==> src/hdl/wled_pkg.sv <==
// Shared constants, types and the queue entry for the local extrema detector.
package wled_pkg;

  localparam int MAX_SPAN    = 16;
  localparam int SAMPLE_BITS = 16;
  localparam int INDEX_BITS  = 32;
  localparam int SPAN_W      = 5;
  localparam int WIN_DEPTH   = 2 * MAX_SPAN + 1;
  localparam int WIN_IDX_W   = $clog2(WIN_DEPTH);
  localparam int QDEPTH      = 2;
  localparam int QPTR_W      = (QDEPTH > 1) ? $clog2(QDEPTH) : 1;
  localparam int APB_ADDR_W  = 3;
  localparam int APB_DATA_W  = 32;
  localparam int REG_IDX_W   = APB_ADDR_W - 2;

  typedef logic signed [SAMPLE_BITS-1:0] sample_t;
  typedef logic [INDEX_BITS-1:0]         index_t;
  typedef logic [SPAN_W-1:0]             span_t;
  typedef logic [REG_IDX_W-1:0]          reg_idx_t;

  localparam span_t    SPAN_RESET = span_t'(4);
  localparam reg_idx_t REG_SPAN   = reg_idx_t'(0);

  typedef struct packed {
    logic    sos;
    logic    eligible;
    logic    is_min;
    logic    is_max;
    index_t  position;
    sample_t value;
  } cls_t;

endpackage

==> src/hdl/wled_in_if.sv <==
// Input stream channel: one sample word with its start-of-set flag.
interface wled_in_if
  import wled_pkg::*;
();
  logic    valid;
  logic    ready;
  sample_t sample;
  logic    start_of_set;

  modport source (output valid, sample, start_of_set, input ready);
  modport sink   (input valid, sample, start_of_set, output ready);
endinterface

==> src/hdl/wled_out_if.sv <==
// Result stream channel: one extremum word per handshake.
interface wled_out_if
  import wled_pkg::*;
();
  logic    valid;
  logic    ready;
  index_t  position;
  logic    is_maximum;
  sample_t value;

  modport source (output valid, position, is_maximum, value, input ready);
  modport sink   (input valid, position, is_maximum, value, output ready);
endinterface

==> src/hdl/wled_front.sv <==
// Front end: sample window, position count and per-word extremum classification.
module wled_front
  import wled_pkg::*;
(
  input  logic  clk_i,
  input  logic  rst_ni,
  input  span_t span_i,
  wled_in_if.sink in_i,
  input  logic  full_i,
  output logic  push_o,
  output cls_t  entry_o
);

  sample_t win_q [WIN_DEPTH];
  sample_t win_d [WIN_DEPTH];
  index_t  cnt_q, cnt_d;
  index_t  base;
  span_t   sp;
  logic [WIN_IDX_W-1:0] span2;
  logic    sat;
  logic    accept;
  sample_t centre;
  logic    is_min, is_max;

  assign in_i.ready = !full_i;
  assign accept     = in_i.valid && in_i.ready;
  assign push_o     = accept;

  always_comb begin
    if (span_i == '0) begin
      sp = span_t'(1);
    end else if (span_i > span_t'(MAX_SPAN)) begin
      sp = span_t'(MAX_SPAN);
    end else begin
      sp = span_i;
    end
    span2 = {sp, 1'b0};
  end

  always_comb begin
    win_d[0] = in_i.sample;
    for (int i = 1; i < WIN_DEPTH; i++) begin
      win_d[i] = in_i.start_of_set ? sample_t'(0) : win_q[i-1];
    end
    base  = in_i.start_of_set ? '0 : cnt_q;
    sat   = &base;
    cnt_d = sat ? base : base + index_t'(1);
  end

  always_comb begin
    centre = win_d[WIN_IDX_W'(sp)];
    is_min = 1'b1;
    is_max = 1'b1;
    for (int i = 0; i < WIN_DEPTH; i++) begin
      if ((WIN_IDX_W'(i) <= span2) && (WIN_IDX_W'(i) != WIN_IDX_W'(sp))) begin
        if (centre > win_d[i]) begin
          is_min = 1'b0;
        end
        if (centre < win_d[i]) begin
          is_max = 1'b0;
        end
      end
    end
  end

  always_comb begin
    entry_o.sos      = in_i.start_of_set;
    entry_o.eligible = !sat && (base > index_t'(span2));
    entry_o.is_min   = is_min;
    entry_o.is_max   = is_max;
    entry_o.position = base - index_t'(sp);
    entry_o.value    = centre;
  end

  always_ff @(posedge clk_i or negedge rst_ni) begin
    if (!rst_ni) begin
      cnt_q <= '0;
      for (int i = 0; i < WIN_DEPTH; i++) begin
        win_q[i] <= '0;
      end
    end else if (accept) begin
      cnt_q <= cnt_d;
      for (int i = 0; i < WIN_DEPTH; i++) begin
        win_q[i] <= win_d[i];
      end
    end
  end

endmodule

==> src/hdl/wled_queue.sv <==
// Short FIFO of classified words between the front and back ends.
module wled_queue
  import wled_pkg::*;
(
  input  logic clk_i,
  input  logic rst_ni,
  input  logic push_i,
  input  cls_t entry_i,
  output logic full_o,
  output logic valid_o,
  input  logic pop_i,
  output cls_t entry_o
);

  cls_t mem_q [QDEPTH];
  logic [QPTR_W-1:0] wr_q, wr_d, rd_q, rd_d;
  logic [QPTR_W:0]   cnt_q, cnt_d;

  assign full_o  = (cnt_q == (QPTR_W+1)'(QDEPTH));
  assign valid_o = (cnt_q != '0);
  assign entry_o = mem_q[rd_q];

  always_comb begin
    wr_d  = wr_q;
    rd_d  = rd_q;
    cnt_d = cnt_q;
    if (push_i) begin
      wr_d = (wr_q == QPTR_W'(QDEPTH - 1)) ? '0 : wr_q + QPTR_W'(1);
    end
    if (pop_i) begin
      rd_d = (rd_q == QPTR_W'(QDEPTH - 1)) ? '0 : rd_q + QPTR_W'(1);
    end
    if (push_i && !pop_i) begin
      cnt_d = cnt_q + (QPTR_W+1)'(1);
    end else if (!push_i && pop_i) begin
      cnt_d = cnt_q - (QPTR_W+1)'(1);
    end
  end

  always_ff @(posedge clk_i or negedge rst_ni) begin
    if (!rst_ni) begin
      wr_q  <= '0;
      rd_q  <= '0;
      cnt_q <= '0;
    end else begin
      wr_q  <= wr_d;
      rd_q  <= rd_d;
      cnt_q <= cnt_d;
    end
  end

  always_ff @(posedge clk_i) begin
    if (push_i) begin
      mem_q[wr_q] <= entry_i;
    end
  end

`ifndef SYNTHESIS
  a_no_overflow: assert property (@(posedge clk_i) disable iff (!rst_ni)
    push_i |-> !full_o)
    else $error("push into full queue");

  a_no_underflow: assert property (@(posedge clk_i) disable iff (!rst_ni)
    pop_i |-> valid_o)
    else $error("pop from empty queue");
`endif

endmodule

==> src/hdl/wled_back.sv <==
// Back end: skip-next tracking and the registered result word.
module wled_back
  import wled_pkg::*;
(
  input  logic clk_i,
  input  logic rst_ni,
  input  logic valid_i,
  input  cls_t entry_i,
  output logic pop_o,
  wled_out_if.source out_o
);

  logic    skip_q, skip_d;
  logic    skip_eff;
  logic    emit;
  logic    stall;
  logic    out_valid_q;
  index_t  pos_q;
  logic    max_q;
  sample_t val_q;

  assign skip_eff = entry_i.sos ? 1'b0 : skip_q;
  assign emit     = entry_i.eligible && (entry_i.is_min || entry_i.is_max) && !skip_eff;
  assign stall    = emit && out_valid_q && !out_o.ready;
  assign pop_o    = valid_i && !stall;
  assign skip_d   = entry_i.eligible ? emit : skip_eff;

  assign out_o.valid      = out_valid_q;
  assign out_o.position   = pos_q;
  assign out_o.is_maximum = max_q;
  assign out_o.value      = val_q;

  always_ff @(posedge clk_i or negedge rst_ni) begin
    if (!rst_ni) begin
      skip_q      <= 1'b0;
      out_valid_q <= 1'b0;
    end else begin
      if (pop_o) begin
        skip_q <= skip_d;
      end
      if (pop_o && emit) begin
        out_valid_q <= 1'b1;
      end else if (out_o.ready) begin
        out_valid_q <= 1'b0;
      end
    end
  end

  always_ff @(posedge clk_i) begin
    if (pop_o && emit) begin
      pos_q <= entry_i.position;
      max_q <= !entry_i.is_min;
      val_q <= entry_i.value;
    end
  end

`ifndef SYNTHESIS
  a_emit_sets_skip: assert property (@(posedge clk_i) disable iff (!rst_ni)
    (pop_o && emit) |=> (skip_q && out_o.valid))
    else $error("emitted word did not arm skip");

  a_sos_not_eligible: assert property (@(posedge clk_i) disable iff (!rst_ni)
    (valid_i && entry_i.sos) |-> !entry_i.eligible)
    else $error("first word of a set tested as candidate");

  a_skip_blocks: assert property (@(posedge clk_i) disable iff (!rst_ni)
    (pop_o && skip_q && !entry_i.sos && entry_i.eligible) |=> !skip_q)
    else $error("skip not consumed by candidate");
`endif

endmodule

==> src/hdl/windowed_local_extrema_detector_core.sv <==
// Windowed local extrema detector: accepts one sample word per clock while the
// queue is not full; the whole window of up to 33 samples is compared against its
// centre in the cycle a word is taken, the classified word passes through a
// two-entry queue, and a result word is loaded into the output register when the
// back end pops its entry from the queue. The output may stall independently; the
// input is held off only once the queue has filled.
module windowed_local_extrema_detector_core
  import wled_pkg::*;
(
  input  logic                  clk_i,
  input  logic                  rst_ni,
  input  logic                  psel,
  input  logic                  penable,
  input  logic                  pwrite,
  input  logic [APB_ADDR_W-1:0] paddr,
  input  logic [APB_DATA_W-1:0] pwdata,
  output logic [APB_DATA_W-1:0] prdata,
  output logic                  pready,
  wled_in_if.sink               in_i,
  wled_out_if.source            out_o
);

  span_t    span_q;
  reg_idx_t reg_idx;
  logic     push, full, q_valid, pop;
  cls_t     q_in, q_out;

  assign pready  = 1'b1;
  assign reg_idx = paddr[APB_ADDR_W-1:2];

  always_ff @(posedge clk_i or negedge rst_ni) begin
    if (!rst_ni) begin
      span_q <= SPAN_RESET;
    end else if (psel && penable && pwrite && (reg_idx == REG_SPAN)) begin
      span_q <= pwdata[SPAN_W-1:0];
    end
  end

  always_comb begin
    case (reg_idx)
      REG_SPAN: prdata = APB_DATA_W'(span_q);
      default:  prdata = '0;
    endcase
  end

  wled_front u_front (
    .clk_i   (clk_i),
    .rst_ni  (rst_ni),
    .span_i  (span_q),
    .in_i    (in_i),
    .full_i  (full),
    .push_o  (push),
    .entry_o (q_in)
  );

  wled_queue u_queue (
    .clk_i   (clk_i),
    .rst_ni  (rst_ni),
    .push_i  (push),
    .entry_i (q_in),
    .full_o  (full),
    .valid_o (q_valid),
    .pop_i   (pop),
    .entry_o (q_out)
  );

  wled_back u_back (
    .clk_i   (clk_i),
    .rst_ni  (rst_ni),
    .valid_i (q_valid),
    .entry_i (q_out),
    .pop_o   (pop),
    .out_o   (out_o)
  );

endmodule

==> src/flat_wrapper.sv <==
// flat-port wrapper written by rule: the top's interface ports become plain ports
module windowed_local_extrema_detector_core_flat import wled_pkg::*;
  (clk_i, rst_ni, psel, penable, pwrite, paddr, pwdata, prdata, pready, in_i_valid, in_i_sample, in_i_start_of_set, in_i_ready, out_o_valid, out_o_position, out_o_is_maximum, out_o_value, out_o_ready);
  wled_in_if in_i_i ();
  wled_out_if out_o_i ();
  input  logic clk_i;
  input  logic rst_ni;
  input  logic psel;
  input  logic penable;
  input  logic pwrite;
  input  logic [APB_ADDR_W-1:0] paddr;
  input  logic [APB_DATA_W-1:0] pwdata;
  output logic [APB_DATA_W-1:0] prdata;
  output logic pready;
  input wire logic [$bits(in_i_i.valid)-1:0] in_i_valid;
  input wire logic [$bits(in_i_i.sample)-1:0] in_i_sample;
  input wire logic [$bits(in_i_i.start_of_set)-1:0] in_i_start_of_set;
  output wire logic [$bits(in_i_i.ready)-1:0] in_i_ready;
  output wire logic [$bits(out_o_i.valid)-1:0] out_o_valid;
  output wire logic [$bits(out_o_i.position)-1:0] out_o_position;
  output wire logic [$bits(out_o_i.is_maximum)-1:0] out_o_is_maximum;
  output wire logic [$bits(out_o_i.value)-1:0] out_o_value;
  input wire logic [$bits(out_o_i.ready)-1:0] out_o_ready;
  assign in_i_i.valid = in_i_valid;
  assign in_i_i.sample = in_i_sample;
  assign in_i_i.start_of_set = in_i_start_of_set;
  assign in_i_ready = in_i_i.ready;
  assign out_o_valid = out_o_i.valid;
  assign out_o_position = out_o_i.position;
  assign out_o_is_maximum = out_o_i.is_maximum;
  assign out_o_value = out_o_i.value;
  assign out_o_i.ready = out_o_ready;
  windowed_local_extrema_detector_core u_core (.clk_i(clk_i), .rst_ni(rst_ni), .psel(psel), .penable(penable), .pwrite(pwrite), .paddr(paddr), .pwdata(pwdata), .prdata(prdata), .pready(pready), .in_i(in_i_i), .out_o(out_o_i));
endmodule
==> config.mk <==
export PLATFORM = sky130hd
export DESIGN_NAME = windowed_local_extrema_detector_core_flat
export DESIGN_NICKNAME = d
export VERILOG_FILES = /design/src/hdl/wled_pkg.sv /design/src/hdl/wled_in_if.sv /design/src/hdl/wled_out_if.sv /design/src/hdl/wled_front.sv /design/src/hdl/wled_queue.sv /design/src/hdl/wled_back.sv /design/src/hdl/windowed_local_extrema_detector_core.sv /design/src/flat_wrapper.sv
export SDC_FILE = /design/constraint.sdc
export NUM_CORES = 2
export LEC_CHECK = 0
export BUFFER_PORTS_ARGS = -buffer_cell sky130_fd_sc_hd__buf_2
export CORE_ASPECT_RATIO = 0.7
export CORE_MARGIN = 2
export CORE_UTILIZATION = 55
export DETAILED_ROUTE_END_ITERATION = 12
export MAX_ROUTING_LAYER = met4
export PLACE_DENSITY = 0.75
export SYNTH_ARGS = -nofsm -noshare
export SYNTH_HDL_FRONTEND = slang
export SYNTH_SLANG_ARGS = --single-unit
==> constraint.sdc <==
create_clock -name clk_i -period 7.6 [get_ports clk_i]
set_input_delay 1.14 -clock clk_i [delete_from_list [all_inputs] [get_ports clk_i]]
set_output_delay 1.14 -clock clk_i [all_outputs]
set_load 0.03 [all_outputs]
==> summary.txt <==
Status
  – Outcome: finished with violations
  – Violated checks: max-capacitance violations

Clock network
  – # hold bufs at CTS: 0
  – Clock sink total: 708
  – CTS buffer count: 73
  – CTS tree: done
  – Worst-case clock buffer depth: 3
  – Clock slew at reported path FFs: 0.07 ns
  – Clk Latency, worst-skew pair: 0.66 ns
  – # Post-CTS Setup Buffers: 0
  – Post-CTS Resized: 0
  – Root Driver: clkbuf_16
  – # H-tree levels: 3

Floorplan
  – Cell Rows: 86
  – I/O pin cnt: 143
  – Die height: 239 um
  – Die area: 81400 um^2
  – Die W: 340 um
  – Core ar.: 78600 um^2
  – Initial Util: 55.4%

Timing
  – Clock skew: 0.0301 ns
  – Tmin final: 7.57 ns
  – Final Hold Viols: 0
  – Max-Slew Margin vs Limit: 1.09%
  – Setup TNS: 0 ns
  – Period utilization: 99.7%
  – Achievable Freq: 132 MHz
  – Least-Margin Pin Slew: 1.48 ns
  – Slew Viols, Final: 0
  – RSZ-0062 raised after global routing: no
  – Final setup violating endpoints: 0

Logic synthesis
  – Post-synth EDFFs: 153
  – Seq/Total Area, Yosys: 42.5%
  – Main area contributors after synthesis: dfrtp_1, ha_1, edfxtp_1, nand2_1, o21ai_0
  – YS warnings: 0
  – Yosys cell types: 81
  – Cells after synthesis: 4818
  – Dominant cell type by area after synthesis: dfrtp_1
  – Most common cell in the netlist: nand2_1
  – Synth cell count leaders: nand2_1, o21ai_0, dfrtp_1
  – Post-synth ARST share: 78.4%
  – Synthesis-stage register bit count: 708
  – Mean Syn Cell Area: 9.03 um^2
  – Most used DFF post-synth: dfrtp_1
  – Mapped Area: 43500 um^2
  – Synth top area share: 31.9%

Global route
  – GRT Residual Overflow: 0
  – Global-route wire length before repair: 200 mm
  – Pin count of the biggest net entering global routing: 281
  – Initial antenna violation count: 1
  – Total GRT Usage: 32.3%
  – Vias in the first global route: 34.7k

Final layout
  – Nets@finish: 5470
  – Layout area overhead: 10.9%
  – Layout cell share with drive strength beyond 1: 9.68%

Worst setup path
  – Startpoint types: flop
  – Crit. End Element: flop
  – Critical path class: reg2reg
  – Worst path arrival time: 8.09 ns
  – Crit path max fanout: 12
  – Critical Path RT: 8.12 ns

Detailed routing
  – Via Count: 36.9k
  – Vias per inst: 6.17
  – # DRC: 0
  – DR WL/cell: 21.4 um
  – Final ANT Viol Nets: 0
  – Total wire length: 128 mm
  – DR iter-0 viols: 4352
  – Drt pass-1 iters: 7

Power
  – PwrDens: 332 nW/um^2
  – Peak supply drop: 231 uV
  – Total power: 16.0 mW
  – LEAKAGE: 20.9 nW

Flow run
  – Max-Cap Viols: 1

Place
  – RD Place Congestion: 0.986
  – Port Buffers: 85
  – Post-DP HPWL: 89.8 mm

Worst hold path
  – Hold crit path type: reg2reg
[sequential cells by signal (all words and copies together) (netlist names), 2 cells and up]
name                          count
u_core.span_q                     5
u_core.u_back.out_o.position     32
u_core.u_back.out_o.value        16
u_core.u_front.cnt_q             32
u_core.u_front.win_q            512
u_core.u_queue.cnt_q              2
u_core.u_queue.mem_q            104
[kinds of logic after synthesis]
group,Yosys count,share of synthesized area (%)
AO/OA/AOI/OAI,1175,15.6
AND/OR/NAND/NOR,1852,18.4
buffers and inverters,363,3.41
multiplexers,159,4.16
adder cells (fa/ha/maj),541,15.6
flip-flops,708,42.5
XOR/XNOR,18,0.362
other,2,0.0173
[area by class of cell]
cell class,instances,area (um^2)
antenna,1,2.50
clock buffer,109,2140
clock inverter,25,312
fill,6656,30300
inverter,76,293
multi-input combinational,3773,23900
sequential,708,18500
tap,1056,1320
timing repair buffer,238,1800
[worst max-delay path, stage by stage, from the launching register on]
cell      delay, ns
dfstp_2        0.53
nor3_1         0.04
buf_4          0.16
nor2_1         1.09
buf_4          0.35
mux2i_1        0.09
a21oi_1        0.17
nor2_1         0.08
o311ai_0       0.98
o21ai_4        0.47
buf_4          0.37
ha_1           0.33
nand4_1        0.26
nand2b_1       0.25
a31oi_1        0.34
nor4_1         0.11
xnor2_1        0.29
buf_4          0.17
o22ai_1        0.07
or4_1          0.48
nor4_1         0.58
buf_4          0.22
[metal layers]
metal	global-route usage [%]	vias up	part of all wire, %
met2	44.1	1612	41
met1	47.9	17700	46
met5	-	-	0
met3	6.79	239	10
li1	-	17400	-
met4	9.45	0	2.8
[through the flow]
stage	cell area (um^2)	std cells	setup slack [ns]	hold slack (ns)	utilization, %
after floorplan	43600	4844	0.170	0.438	-
after global placement	45800	5851	0.323	0.451	58.3
after detailed placement	45800	5851	0.219	0.464	58.3
after CTS	48200	5985	0.368	0.478	61.4
after global routing	48200	5985	0.181	0.495	61.4
final	48200	5986	0.0256	0.478	61.4
[placed cells by master, fill, tap and decap left out, drive strengths merged, types with 14 or more instances in the layout]
| master | synthesis | layout |
|---|---|---|
| o32ai | 32 | 32 |
| clkbuf | 216 | 109 |
| conb | 2 | 28 |
| o21a | 14 | 14 |
| inv | 74 | 79 |
| mux2 | 75 | 75 |
| buf | 71 | 238 |
| dfrtp | 554 | 554 |
| nand2b | 27 | 27 |
| clkinv | 2 | 17 |
| a31oi | 26 | 26 |
| nor2b | 65 | 65 |
| xnor2 | 14 | 14 |
| a221oi | 21 | 21 |
| ha | 540 | 540 |
| a21o | 59 | 59 |
| o211ai | 28 | 28 |
| o21ai | 604 | 604 |
| nand2 | 1167 | 1167 |
| a2111oi | 17 | 17 |
| nand4 | 114 | 114 |
| a21oi | 256 | 256 |
| nor2 | 244 | 244 |
| a211oi | 22 | 22 |
| o22ai | 27 | 27 |
| nor4 | 38 | 38 |
| nor3 | 76 | 76 |
| mux2i | 74 | 74 |
| edfxtp | 153 | 153 |
| nand3 | 54 | 54 |
[where the power goes]
group	internal, mW	switching [mW]
Sequential	4.56	0.257
Clock	2.09	1.62
Combinational	2.64	4.86
Total	9.29	6.74
[final timing paths]
kind                                                       start                                     to  slack, ns  depth (start not counted)
min                        u_core.u_front.win_q[219]$_DFFE_PN0P_  u_core.u_front.win_q[219]$_DFFE_PN0P_       0.48                          2
max                                 u_core.span_q[2]$_DFFE_PN1P_  u_core.u_queue.mem_q[1][49]$_DFFE_PP_       0.03                         21
min in group asynchronous                                 rst_ni   u_core.u_front.win_q[98]$_DFFE_PN0P_       0.53                          1
min reg2reg                u_core.u_front.win_q[219]$_DFFE_PN0P_  u_core.u_front.win_q[219]$_DFFE_PN0P_       0.48                          2
max in group asynchronous                                 rst_ni  u_core.u_front.win_q[420]$_DFFE_PN0P_       5.49                          2
max reg2reg                         u_core.span_q[2]$_DFFE_PN1P_  u_core.u_queue.mem_q[1][49]$_DFFE_PP_       0.03                         21
No activity file was read; power rests on OpenSTA's default activity.
